### config.mk
export PLATFORM = sky130hd
export DESIGN_NAME = dsp_extended_float_alu_unit
export DESIGN_NICKNAME = d
export VERILOG_FILES = /design/src/hdl/defalu_pkg.sv /design/src/hdl/dsp_extended_float_alu_unit.sv
export SDC_FILE = /design/constraint.sdc
export NUM_CORES = 2
export LEC_CHECK = 0
export ABC_CLOCK_PERIOD_IN_PS = 18990
export BUFFER_PORTS_ARGS = -buffer_cell sky130_fd_sc_hd__buf_2
export CORE_MARGIN = 4
export CORE_UTILIZATION = 65
export DETAILED_ROUTE_END_ITERATION = 8
export PLACE_DENSITY = 0.83
export REMOVE_ABC_BUFFERS = 1
export SYNTH_ARGS = -nofsm -noshare
export SYNTH_HDL_FRONTEND = slang
export SYNTH_SLANG_ARGS = --single-unit
export TNS_END_PERCENT = 1
### constraint.sdc
create_clock -name clk -period 18.99 [get_ports clk]
set_input_delay 0.9495 -clock clk [delete_from_list [all_inputs] [get_ports clk]]
set_output_delay 0.9495 -clock clk [all_outputs]
set_load 0.01 [all_outputs]
### src/hdl/defalu_pkg.sv
// ============================================================================
// defalu_pkg
// Shared types, operation codes and constants of the extended-float ALU.
// ============================================================================
package defalu_pkg;

    typedef enum logic [3:0] {
        OP_ADD   = 4'd0,
        OP_SUB   = 4'd1,
        OP_MUL   = 4'd2,
        OP_NEG   = 4'd3,
        OP_ABS   = 4'd4,
        OP_RND   = 4'd5,
        OP_CMP   = 4'd6,
        OP_FIX   = 4'd7,
        OP_LOAD  = 4'd8,
        OP_LOADS = 4'd9,
        OP_STORE = 4'd10
    } op_t;

    localparam logic signed [7:0] ZERO_EXP = -8'sd128;
    localparam logic [31:0] TOP_BIT   = 32'h8000_0000;
    localparam logic [31:0] FRAC_MASK = 32'h7fff_ffff;

    // Item record: mode, both operands and the raw word
    typedef struct packed {
        logic [3:0]        mode;
        logic signed [7:0] ae;
        logic [31:0]       am;
        logic signed [7:0] be;
        logic [31:0]       bm;
        logic [31:0]       raw;
    } item_t;

    // Extended mantissa: 33-bit signed value, sign bit over the implied bit
    function automatic logic signed [32:0] ext_mant(input logic [31:0] m);
        ext_mant = {m[31], ~m[31], m[30:0]};
    endfunction

endpackage

### src/hdl/dsp_extended_float_alu_unit.sv
// ============================================================================
// dsp_extended_float_alu_unit
// Extended float ALU: add, sub, mul, neg, abs, round, compare, fix, load,
// short load and store, in a four-stage pipeline.
// ============================================================================
// Usage:
//   Input channel: valid/ready with mode, operands a and b and raw_word.
//   Output channel: valid/ready with res_exponent, res_mantissa, int_value,
//   compare_out and raw_out. All fields come with every result.
//   An item passes through the stage 1, 2, 3 and 4 valid registers in turn;
//   out_valid is the stage 4 valid bit, held until out_ready takes it.
//   Throughput: one item per cycle; each stage holds one item and moves on
//   when the stage after it is free or moving, so a stall on the output
//   backs up the pipe without losing or repeating anything.
//   Stage 1 aligns operands and forms the 25x25 product, stage 2 adds or
//   shifts the product, stage 3 finds the leading bit, stage 4 normalizes,
//   packs and saturates into the output register.
//   Reset clears all valid bits; the pipe is empty and in_ready is high.
// ============================================================================
module dsp_extended_float_alu_unit (
    input  logic               clk,
    input  logic               rst_n,
    input  logic               in_valid,
    output logic               in_ready,
    input  logic [3:0]         mode,
    input  logic signed [7:0]  a_exponent,
    input  logic [31:0]        a_mantissa,
    input  logic signed [7:0]  b_exponent,
    input  logic [31:0]        b_mantissa,
    input  logic [31:0]        raw_word,
    output logic               out_valid,
    input  logic               out_ready,
    output logic signed [7:0]  res_exponent,
    output logic [31:0]        res_mantissa,
    output logic signed [31:0] int_value,
    output logic signed [1:0]  compare_out,
    output logic [31:0]        raw_out
);

    // Result kinds settled in stage 1
    typedef enum logic [1:0] {
        K_DIRECT = 2'd0,   // final fields already known
        K_SUM    = 2'd1,   // normalize a sum / mul / rnd value
        K_FIX    = 2'd2    // integer shift
    } kind_t;

    // ------------------------------------------------------------------
    // Handshake: each stage advances when the next is empty or advancing
    // ------------------------------------------------------------------
    logic v1_reg, v2_reg, v3_reg, v4_reg;
    logic adv1, adv2, adv3, adv4;

    assign adv4     = !v4_reg || out_ready;
    assign adv3     = !v3_reg || adv4;
    assign adv2     = !v2_reg || adv3;
    assign adv1     = !v1_reg || adv2;
    assign in_ready = adv1;
    assign out_valid = v4_reg;

    always_ff @(posedge clk or negedge rst_n)
    begin
        if (!rst_n)
        begin
            v1_reg <= 1'b0;
            v2_reg <= 1'b0;
            v3_reg <= 1'b0;
            v4_reg <= 1'b0;
        end
        else
        begin
            if (adv1) v1_reg <= in_valid;
            if (adv2) v2_reg <= v1_reg;
            if (adv3) v3_reg <= v2_reg;
            if (adv4) v4_reg <= v3_reg;
        end
    end

    // ------------------------------------------------------------------
    // Stage 0 -> 1: decode, special cases, alignment, multiply
    // ------------------------------------------------------------------
    logic [1:0]         k1_next, k1_reg;
    logic signed [9:0]  e1_next, e1_reg;       // working exponent
    logic signed [33:0] x1_next, x1_reg;       // addend x
    logic signed [33:0] y1_next, y1_reg;       // addend y
    logic signed [49:0] p1_next, p1_reg;       // product
    logic               mul1_next, mul1_reg;
    logic signed [7:0]  de1_next, de1_reg;     // direct exponent
    logic [31:0]        dm1_next, dm1_reg;     // direct mantissa
    logic signed [1:0]  c1_next, c1_reg;
    logic [31:0]        st1_next, st1_reg;
    logic               neg1_next, neg1_reg;   // direct value needs negation
    logic [5:0]         fs1_next, fs1_reg;     // fix shift
    logic               fsat1_next, fsat1_reg;

    logic signed [32:0] ma, mb, mal, mbl;
    logic signed [8:0]  dexp;
    logic signed [8:0]  fsw;                   // full fix shift
    logic               az, bz, is_sub;
    logic signed [24:0] ta, tb;
    logic signed [1:0]  ca, cb;
    logic [15:0]        rs;

    always_comb
    begin
        ma   = defalu_pkg::ext_mant(a_mantissa);
        mb   = defalu_pkg::ext_mant(b_mantissa);
        az   = (a_exponent == defalu_pkg::ZERO_EXP);
        bz   = (b_exponent == defalu_pkg::ZERO_EXP);
        dexp = 9'(a_exponent) - 9'(b_exponent);
        fsw  = 9'sd31 - 9'(a_exponent);
        mal  = ma >>> (dexp < 0 ? 6'(-dexp) : 6'd0);
        mbl  = mb >>> (dexp > 0 ? 6'(dexp) : 6'd0);
        ta   = ma[32:8];
        tb   = mb[32:8];
        is_sub = (mode == defalu_pkg::OP_SUB);
        ca   = az ? 2'sd0 : (a_mantissa[31] ? -2'sd1 : 2'sd1);
        cb   = bz ? 2'sd0 : (b_exponent == defalu_pkg::ZERO_EXP ? 2'sd0 :
                             (b_mantissa[31] ? -2'sd1 : 2'sd1));
        rs   = raw_word[15:0];

        k1_next    = K_DIRECT;
        e1_next    = 10'(a_exponent);
        x1_next    = '0;
        y1_next    = '0;
        p1_next    = ta * tb;
        mul1_next  = 1'b0;
        de1_next   = defalu_pkg::ZERO_EXP;
        dm1_next   = '0;
        c1_next    = 2'sd0;
        st1_next   = '0;
        neg1_next  = 1'b0;
        fs1_next   = '0;
        fsat1_next = 1'b0;

        unique case (mode)
            defalu_pkg::OP_ADD, defalu_pkg::OP_SUB:
            begin
                if (is_sub && bz)
                begin
                    de1_next = a_exponent; dm1_next = a_mantissa;
                end
                else if (az)
                begin
                    de1_next = b_exponent; dm1_next = b_mantissa; neg1_next = is_sub;
                end
                else if (bz)
                begin
                    de1_next = a_exponent; dm1_next = a_mantissa;
                end
                else if (dexp >= 9'sd32)
                begin
                    de1_next = a_exponent; dm1_next = a_mantissa;
                end
                else if (dexp <= -9'sd32)
                begin
                    de1_next = b_exponent; dm1_next = b_mantissa; neg1_next = is_sub;
                end
                else
                begin
                    k1_next = K_SUM;
                    e1_next = (dexp > 0) ? 10'(a_exponent) : 10'(b_exponent);
                    x1_next = 34'(mal);
                    y1_next = is_sub ? -34'(mbl) : 34'(mbl);
                end
            end
            defalu_pkg::OP_MUL:
            begin
                if (!(az || bz))
                begin
                    k1_next   = K_SUM;
                    mul1_next = 1'b1;
                    e1_next   = 10'(a_exponent) + 10'(b_exponent);
                end
            end
            defalu_pkg::OP_NEG:
            begin
                if (!az)
                begin
                    de1_next = a_exponent; dm1_next = a_mantissa; neg1_next = 1'b1;
                end
            end
            defalu_pkg::OP_ABS:
            begin
                de1_next = a_exponent; dm1_next = a_mantissa;
                neg1_next = !az && a_mantissa[31];
            end
            defalu_pkg::OP_RND:
            begin
                if (az)
                begin
                    de1_next = a_exponent; dm1_next = a_mantissa;
                end
                else
                begin
                    k1_next = K_SUM;
                    x1_next = (34'(ma) + 34'sd128) & ~34'hff;
                end
            end
            defalu_pkg::OP_CMP:
            begin
                if (ca != cb)
                    c1_next = (ca > cb) ? 2'sd1 : -2'sd1;
                else if (ca == 2'sd0)
                    c1_next = 2'sd0;
                else if (a_exponent != b_exponent)
                    c1_next = ((a_exponent > b_exponent) == (ca > 0)) ? 2'sd1 : -2'sd1;
                else
                    c1_next = (ma > mb) ? 2'sd1 : ((ma < mb) ? -2'sd1 : 2'sd0);
            end
            defalu_pkg::OP_FIX:
            begin
                if (!az)
                begin
                    k1_next = K_FIX;
                    x1_next = 34'(ma);
                    if (a_exponent >= 8'sd31)
                        fsat1_next = 1'b1;
                    else
                        fs1_next = (fsw > 9'sd63) ? 6'd63 : 6'(fsw);
                end
            end
            defalu_pkg::OP_LOAD:
            begin
                if (raw_word[31:24] != 8'h80)
                begin
                    de1_next = raw_word[31:24]; dm1_next = {raw_word[23:0], 8'h00};
                end
            end
            defalu_pkg::OP_LOADS:
            begin
                if (!(rs[15:12] == 4'h8 && rs[11:0] == 12'h0))
                begin
                    de1_next = 8'(signed'(rs[15:12]));
                    dm1_next = {rs[11], rs[10:0], 20'h0};
                end
            end
            defalu_pkg::OP_STORE:
                st1_next = {a_exponent, a_mantissa[31:8]};
            default: ;
        endcase
    end

    always_ff @(posedge clk)
    begin
        if (adv1)
        begin
            k1_reg <= k1_next; e1_reg <= e1_next; x1_reg <= x1_next;
            y1_reg <= y1_next; p1_reg <= p1_next; mul1_reg <= mul1_next;
            de1_reg <= de1_next; dm1_reg <= dm1_next; c1_reg <= c1_next;
            st1_reg <= st1_next; neg1_reg <= neg1_next; fs1_reg <= fs1_next;
            fsat1_reg <= fsat1_next;
        end
    end

    // ------------------------------------------------------------------
    // Stage 1 -> 2: sum or product shift, direct negation, fix shift
    // ------------------------------------------------------------------
    logic [1:0]         k2_reg;
    logic signed [9:0]  e2_reg;
    logic signed [34:0] s2_next, s2_reg;
    logic signed [7:0]  de2_next, de2_reg;
    logic [31:0]        dm2_next, dm2_reg;
    logic signed [1:0]  c2_reg;
    logic [31:0]        st2_reg;
    logic signed [31:0] iv2_next, iv2_reg;
    logic signed [33:0] fsh;

    always_comb
    begin
        if (mul1_reg)
            s2_next = 35'(p1_reg >>> 15);
        else
            s2_next = 35'(x1_reg) + 35'(y1_reg);

        // exact negation with exponent adjustment and saturation
        de2_next = de1_reg;
        dm2_next = dm1_reg;
        if (neg1_reg)
        begin
            if (de1_reg == defalu_pkg::ZERO_EXP)
            begin
                de2_next = defalu_pkg::ZERO_EXP; dm2_next = '0;
            end
            else if ((dm1_reg & defalu_pkg::FRAC_MASK) != 32'h0)
                dm2_next = 32'h0 - dm1_reg;
            else if (dm1_reg == 32'h0)
            begin
                if (de1_reg == -8'sd127)
                begin
                    de2_next = defalu_pkg::ZERO_EXP; dm2_next = '0;
                end
                else
                begin
                    de2_next = de1_reg - 8'sd1; dm2_next = defalu_pkg::TOP_BIT;
                end
            end
            else if (de1_reg == 8'sd127)
                dm2_next = defalu_pkg::FRAC_MASK;
            else
            begin
                de2_next = de1_reg + 8'sd1; dm2_next = '0;
            end
        end

        fsh = x1_reg >>> fs1_reg;
        if (fsat1_reg)
            iv2_next = x1_reg[33] ? 32'sh8000_0000 : 32'sh7fff_ffff;
        else
            iv2_next = fsh[31:0];
    end

    always_ff @(posedge clk)
    begin
        if (adv2)
        begin
            k2_reg <= k1_reg; e2_reg <= e1_reg; s2_reg <= s2_next;
            de2_reg <= de2_next; dm2_reg <= dm2_next; c2_reg <= c1_reg;
            st2_reg <= st1_reg; iv2_reg <= iv2_next;
        end
    end

    // ------------------------------------------------------------------
    // Stage 2 -> 3: leading-bit position (redundant sign bits)
    // ------------------------------------------------------------------
    logic [1:0]         k3_reg;
    logic signed [9:0]  e3_reg;
    logic signed [34:0] s3_reg;
    logic [5:0]         lz3_next, lz3_reg;
    logic signed [7:0]  de3_reg;
    logic [31:0]        dm3_reg;
    logic signed [1:0]  c3_reg;
    logic [31:0]        st3_reg;
    logic signed [31:0] iv3_reg;
    logic               done;

    // count of consecutive bits equal to the sign, from bit 33 down
    always_comb
    begin
        lz3_next = 6'd0;
        done     = 1'b0;
        for (int i = 33; i >= 0; i--)
        begin
            if (!done && s2_reg[i] == s2_reg[34])
                lz3_next = lz3_next + 6'd1;
            else
                done = 1'b1;
        end
    end

    always_ff @(posedge clk)
    begin
        if (adv3)
        begin
            k3_reg <= k2_reg; e3_reg <= e2_reg; s3_reg <= s2_reg;
            lz3_reg <= lz3_next; de3_reg <= de2_reg; dm3_reg <= dm2_reg;
            c3_reg <= c2_reg; st3_reg <= st2_reg; iv3_reg <= iv2_reg;
        end
    end

    // ------------------------------------------------------------------
    // Stage 3 -> 4: normalize, saturate, select output fields
    // ------------------------------------------------------------------
    // Normalized value has sign at bit 34 and first differing bit at 31,
    // i.e. lz == 2. Right shifts (lz < 2) floor; left shifts are exact.
    logic signed [7:0]  re_next, re_reg;
    logic [31:0]        rm_next, rm_reg;
    logic signed [31:0] iv_next, iv_reg;
    logic signed [1:0]  c_next, c_reg;
    logic [31:0]        st_next, st_reg;
    logic signed [34:0] nm;
    logic signed [10:0] ne;
    logic               sum_zero;

    always_comb
    begin
        sum_zero = (s3_reg == 35'sd0);
        if (lz3_reg < 6'd2)
            nm = s3_reg >>> (6'd2 - lz3_reg);
        else
            nm = s3_reg <<< (lz3_reg - 6'd2);
        ne = 11'(e3_reg) + 11'sd2 - signed'({5'd0, lz3_reg});

        re_next = defalu_pkg::ZERO_EXP;
        rm_next = '0;
        iv_next = '0;
        c_next  = c3_reg;
        st_next = st3_reg;
        unique case (k3_reg)
            K_SUM:
            begin
                if (sum_zero || ne < -11'sd127)
                begin
                    re_next = defalu_pkg::ZERO_EXP; rm_next = '0;
                end
                else if (ne > 11'sd127)
                begin
                    re_next = 8'sd127;
                    rm_next = nm[34] ? 32'hffff_ffff : defalu_pkg::FRAC_MASK;
                end
                else
                begin
                    re_next = ne[7:0];
                    rm_next = nm[31:0] ^ defalu_pkg::TOP_BIT;
                end
            end
            K_FIX:    iv_next = iv3_reg;
            K_DIRECT:
            begin
                re_next = de3_reg; rm_next = dm3_reg;
            end
            default: ;
        endcase
    end

    always_ff @(posedge clk)
    begin
        if (adv4)
        begin
            re_reg <= re_next; rm_reg <= rm_next; iv_reg <= iv_next;
            c_reg <= c_next; st_reg <= st_next;
        end
    end

    assign res_exponent = re_reg;
    assign res_mantissa = rm_reg;
    assign int_value    = iv_reg;
    assign compare_out  = c_reg;
    assign raw_out      = st_reg;

`ifndef NO_ASSERTIONS
    // a stalled result holds
    a_hold: assert property (@(posedge clk) disable iff (!rst_n)
        out_valid && !out_ready |=> out_valid && $stable(res_mantissa))
        else $error("result changed under stall");
    // compare never yields the unused code
    a_cmp: assert property (@(posedge clk) disable iff (!rst_n)
        out_valid |-> compare_out != 2'b10)
        else $error("bad compare code");
    // a zero exponent comes with a zero mantissa from normalized results
    a_zero: assert property (@(posedge clk) disable iff (!rst_n)
        v4_reg && $past(k3_reg == K_SUM && adv4) && res_exponent == defalu_pkg::ZERO_EXP
        |-> res_mantissa == 32'h0)
        else $error("nonzero mantissa on zero result");
    // input is taken whenever the output side is free
    a_ready: assert property (@(posedge clk) disable iff (!rst_n)
        out_ready |-> in_ready)
        else $error("pipe stalled without back pressure");
`endif

endmodule
# Word-level counts from Yosys, hierarchy flattened
# Index checks and enable logic that the tools add are counted.
[totals] reg_bits=635 in_bits=120 out_inout_bits=108 word_cells=416
[op_classes] addsub=47 mul=1 n_lt_le_gt_ge=14 eq_ne=56 shifts=5 n_mux=159 bitwise=5 reduce_logical=90
[op_table] operator="two-way mux 32 bit" count=19
[op_table] operator="two-way mux 34 bit" count=8
[op_table] operator="two-way mux 6 bit" count=36
[op_table] operator="adder 6 x 1 -> 6 bit (second input constant)" count=33
[op_table] operator="case mux 32 bit (6 select lines)" count=1
[op_table] operator="two-way mux 8 bit" count=17
[op_table] operator="case mux 34 bit (3 select lines)" count=1
[op_table] operator="two-way mux 10 bit" count=7
[op_table] operator="two-way mux 35 bit" count=2
[op_table] operator=">>> shifter 33 x 6 -> 33 bit" count=2
[op_table] operator="case mux 32 bit (2 select lines)" count=1
[op_table] operator="multiplier 25 x 25 -> 50 bit" count=1
[op_table] operator="two-way mux 1 bit" count=49
[op_table] operator="case mux 8 bit (6 select lines)" count=1
[op_table] operator="equality test 8 bit (second input constant)" count=5
[op_table] operator="zero test 1 bit" count=37
[op_table] operator="logical AND 1 bit" count=36
[op_table] operator="adder 34 x 34 -> 35 bit" count=1
[op_table] operator="equality test 1 bit" count=35
[op_table] operator="zero test 35 bit" count=1
[op_table] operator="<<< shifter 35 x 6 -> 35 bit" count=1
[op_table] operator=">>> shifter 35 x 6 -> 35 bit" count=1
[op_table] operator="adder 33 x 9 -> 34 bit (second input constant)" count=1
[op_table] operator="negation 33 -> 34 bit" count=1
[op_table] operator="other kinds (51)" count=80

# Depth between registers and ports, before layout
[logic_depth] word_depth=99 ltp_mapped=79 ltp_nobuf=74

# Worst setup path after synthesis
# No wires, ideal clock.
[synth_timing] path_kind="reg-to-reg" from="reg s2_reg[34]" to="reg lz3_reg[5] (data pin)" setup_ns=0.268 arrival_ns=13.452 required_time_ns=18.722 slack_ns=5.270 stages_incl_launch_ff=78 path_buffers=5 period_less_slack_ns=13.720 path_cell_list="edfxtp_1 buf_2 buf_2 buf_1 clkbuf_1 clkbuf_1 or2_2 o21bai_1 ha_1 a21oi_1 a21oi_1 ha_1 nand2_1 nand2_1 ha_1 mux2i_1 a21oi_1 ha_1 (+42 left out) a21oi_1 nand2_1 ha_1 mux2_2 mux2i_1 inv_1 ha_1 nand2_1 o21ai_0 ha_1 nand3_1 o21ai_0 a32oi_1 mux2i_1 xor2_1 xnor2_1 nand3_1 xnor3_1"
[synth_via] elab_chain_len=99 word_cells_on_any_way=199 cone_classes="33 x add/sub; 34 x eq/ne; 67 x mux; 65 x reduce/logical"
[synth_rtl] item="start: declaration" line="dsp_extended_float_alu_unit.sv:260" text="logic signed [34:0] s2_next, s2_reg;"
[synth_rtl] item="start signal: assignment" line="dsp_extended_float_alu_unit.sv:316" text="k2_reg <= k1_reg; e2_reg <= e1_reg; s2_reg <= s2_next;"
[synth_rtl] item="branches (longest 98 deep; another with adder 6 x 1 -> 6 bit)"
[synth_rtl] item="two-way mux 6 bit (*)" line="dsp_extended_float_alu_unit.sv:343" text="if (!done && s2_reg[i] == s2_reg[34])"
[synth_rtl] item="net lz3_next[5]" line="dsp_extended_float_alu_unit.sv:328" text="logic [5:0] lz3_next, lz3_reg;"
[synth_rtl] item="end signal: assignment" line="dsp_extended_float_alu_unit.sv:355" text="lz3_reg <= lz3_next; de3_reg <= de2_reg; dm3_reg <= dm2_reg;"
[synth_rtl] item="end: declaration" line="dsp_extended_float_alu_unit.sv:328"
# Mark *: on every way through the listed nets, which the timed path passes.
# A chain may end at the register's enable or synchronous reset.

# Worst setup path after layout
# Ends and elaborated chain as after synthesis.

==> qor.csv <==
metric,value,unit
Mapped Cells,6700,
clock skew,51.9,ps
I/O pins,228,
clk slew on worst S/H paths,60,ps
H-Tree Depth,2,
Initial Util,65.6,%
Synth Register Bits,617,
initial DRC count,7312,
Slew HR,10.2,%
Post-CTS Hold Fix Bufs,0,
CP Data Arrival Time,15470,ps
nets,7778,
status,"complete, no violations",
CTS buffer count,60,
Vias/cell,6.58,
die area,0.103,sq mm
Finish-stage setup viols,0,
ys flop type,edfxtp_1,
top-area cell type share of the netlist area,29.0,%
PostCTS Resize Cnt,0,
multi-input logic area,0.0404,sq mm
Least-Margin Pin Slew,1340,ps
Reg2Reg Depth,74,
critical path class,register to register,
CP Launch Point,s2_reg[34],
global-route wire length before repair,318000,um
startpoint types,register,
R2R Setup Slk,3910,ps
cell mode on critical path,ha_1,
num rows,114,
CTS sink count,617,
Synth area leader,edfxtp_1,
initial antenna violation count,30,
Routed WL,214000,um
min-delay worst type,input port to async pin,
register area,0.0185,sq mm
ys async rst share,0.648,%
CP max FO,66,
register area share after synthesis,29.2,%
Util after Layout,69.8,%
layout cells sized above 1,8.89,%
count of pins over their slew limit,0,
Core ar.,0.0967,sq mm
most frequent cells in the layout,"872 x nand2_1, 805 x inv_1, 632 x fa_1",
Synth area leaders,"edfxtp_1 29%, fa_1 20%, ha_1 6.7%",
RSZ-0062 raised after global routing,no,
worst-skew pair later-pin latency,690,ps
gr usage total,41.3,%
Longest Clk Path Bufs,3,
YS warnings,0,
antenna-violating nets left,0,
TritonCTS clock tree,built,
mapped cell area,0.0634,sq mm
post-layout minimum cycle time,15080,ps
max cap viols,0,
setup bufs post-CTS,0,
origin of the critical flop-to-flop path,s2_reg[34],
crit path buf inv count,4,
P&R area growth vs syn,6.44,%
setup TNS,0,ps
# port buffers,227,
Die W,320,um
Fillers,7200,
Final Cycle Share,79.4,%
crit path to,lz3_reg[5],
fmax,66.3,MHz
crit end category,register,
syn_area_per_cell,9.47,sq um
GPL Wtd Cong,1.02,
"EDFF count, synth",613,
CP max stage delay,620,ps
r2r endpoint,lz3_reg[5],
Crit path max-delay family,adder cells,
slowest CP cell,buf_4,
Die Ht,320,um
Worst Path Required,19380,ps
largest net degree at the start of global routing,108,
Remaining DRCs,0,
routed vias,52900,
CTS Root Buffer Type,clkbuf_16,
number of global-route vias before repair,51900,
count of unique library cells instantiated by Yosys,99,
DR pass1 iterations,9,
Final Hold Viols,0,
total congestion overflow,0,
"most common cell after layout, fill and taps aside",nand2_1,
DR WL/cell,26.7,um
hpwl dp,161000,um
CP Depth,74,
## kinds of logic after synthesis
group                      count (synthesis)  share of synthesized area (%)
and+or+nand+nor                         2088                           15.0
xor gates and xnor gates                 230                           3.46
adders and majority gates                971                           26.6
buffers and inverters                   1222                           7.31
muxes                                    310                           6.05
DFF                                      617                           29.2
AOI/OAI and AO/OA                       1262                           12.4
## how the worst min path moves through the flow
stage | startpoint | endpoint | slack [ps] | cells after the start
after floorplan | c1_reg[0] | c2_reg[0] | 400 | 0
after global placement | st3_reg[4] | raw_out[4] | 400 | 0
after detailed placement | c3_reg[0] | compare_out[0] | 400 | 0
after CTS | rst_n | v2_reg | 80 | 1
after global routing | rst_n | v2_reg | 80 | 1
final | rst_n | v2_reg | 90 | 1
## cell type report
class	instances	share of cell area, %
clock inverter	41	0.569
clock buffer	71	2.28
inverter	817	4.55
antenna	22	0.0815
timing repair buffer	331	2.86
tap	1276	2.36
multi-input combinational	4861	59.9
sequential	617	27.4
## synthesized netlist by cell type, types with 13 or more instances
cell type	number
nand2_1	873
inv_1	806
fa_1	632
edfxtp_1	613
nor2_1	508
o21ai_0	404
ha_1	338
clkbuf_1	321
a21oi_1	294
mux2i_1	227
and2_1	166
xnor2_1	149
nor3_1	121
nand3_1	92
a211oi_1	77
buf_1	72
xor2_1	65
a22oi_1	58
nor2b_1	57
mux4_2	56
a21o_1	55
a31oi_1	55
and3_1	49
or3_1	39
nand2b_1	38
o22ai_1	36
nand4_1	32
nor4_1	30
o211ai_1	30
mux2_2	27
o21a_1	27
o31ai_1	26
or2_2	21
o221ai_1	20
a21boi_0	17
a222oi_1	15
o21bai_1	14
a311oi_1	13
## routing by layer
metal	track usage (%)	routed length (um)	vias to the layer above	part of all wire, %
met4	25.7	17100	16	8.0
met3	11.2	28400	940	13
met1	53.9	77100	25500	36
met2	61.6	91600	3669	43
met5	0	92	-	0.043
li1	-	-	22800	-
## through the flow
step / hold slack [ps] / area (sq um) / worst slack, ps / cells
finish: 87.1 / 67500 / 3910 / 8036
global placement: 401 / 65500 / 4170 / 7902
global route: 78.7 / 67500 / 2430 / 8017
floorplan: 400 / 61900 / 5400 / 6295
CTS: 75.9 / 67500 / 4000 / 8014
detailed placement: 405 / 65500 / 4100 / 7902
Power is left out: the tool's default activity adds up to more than one toggle a clock period on the data nets, which glitch-free logic cannot reach.
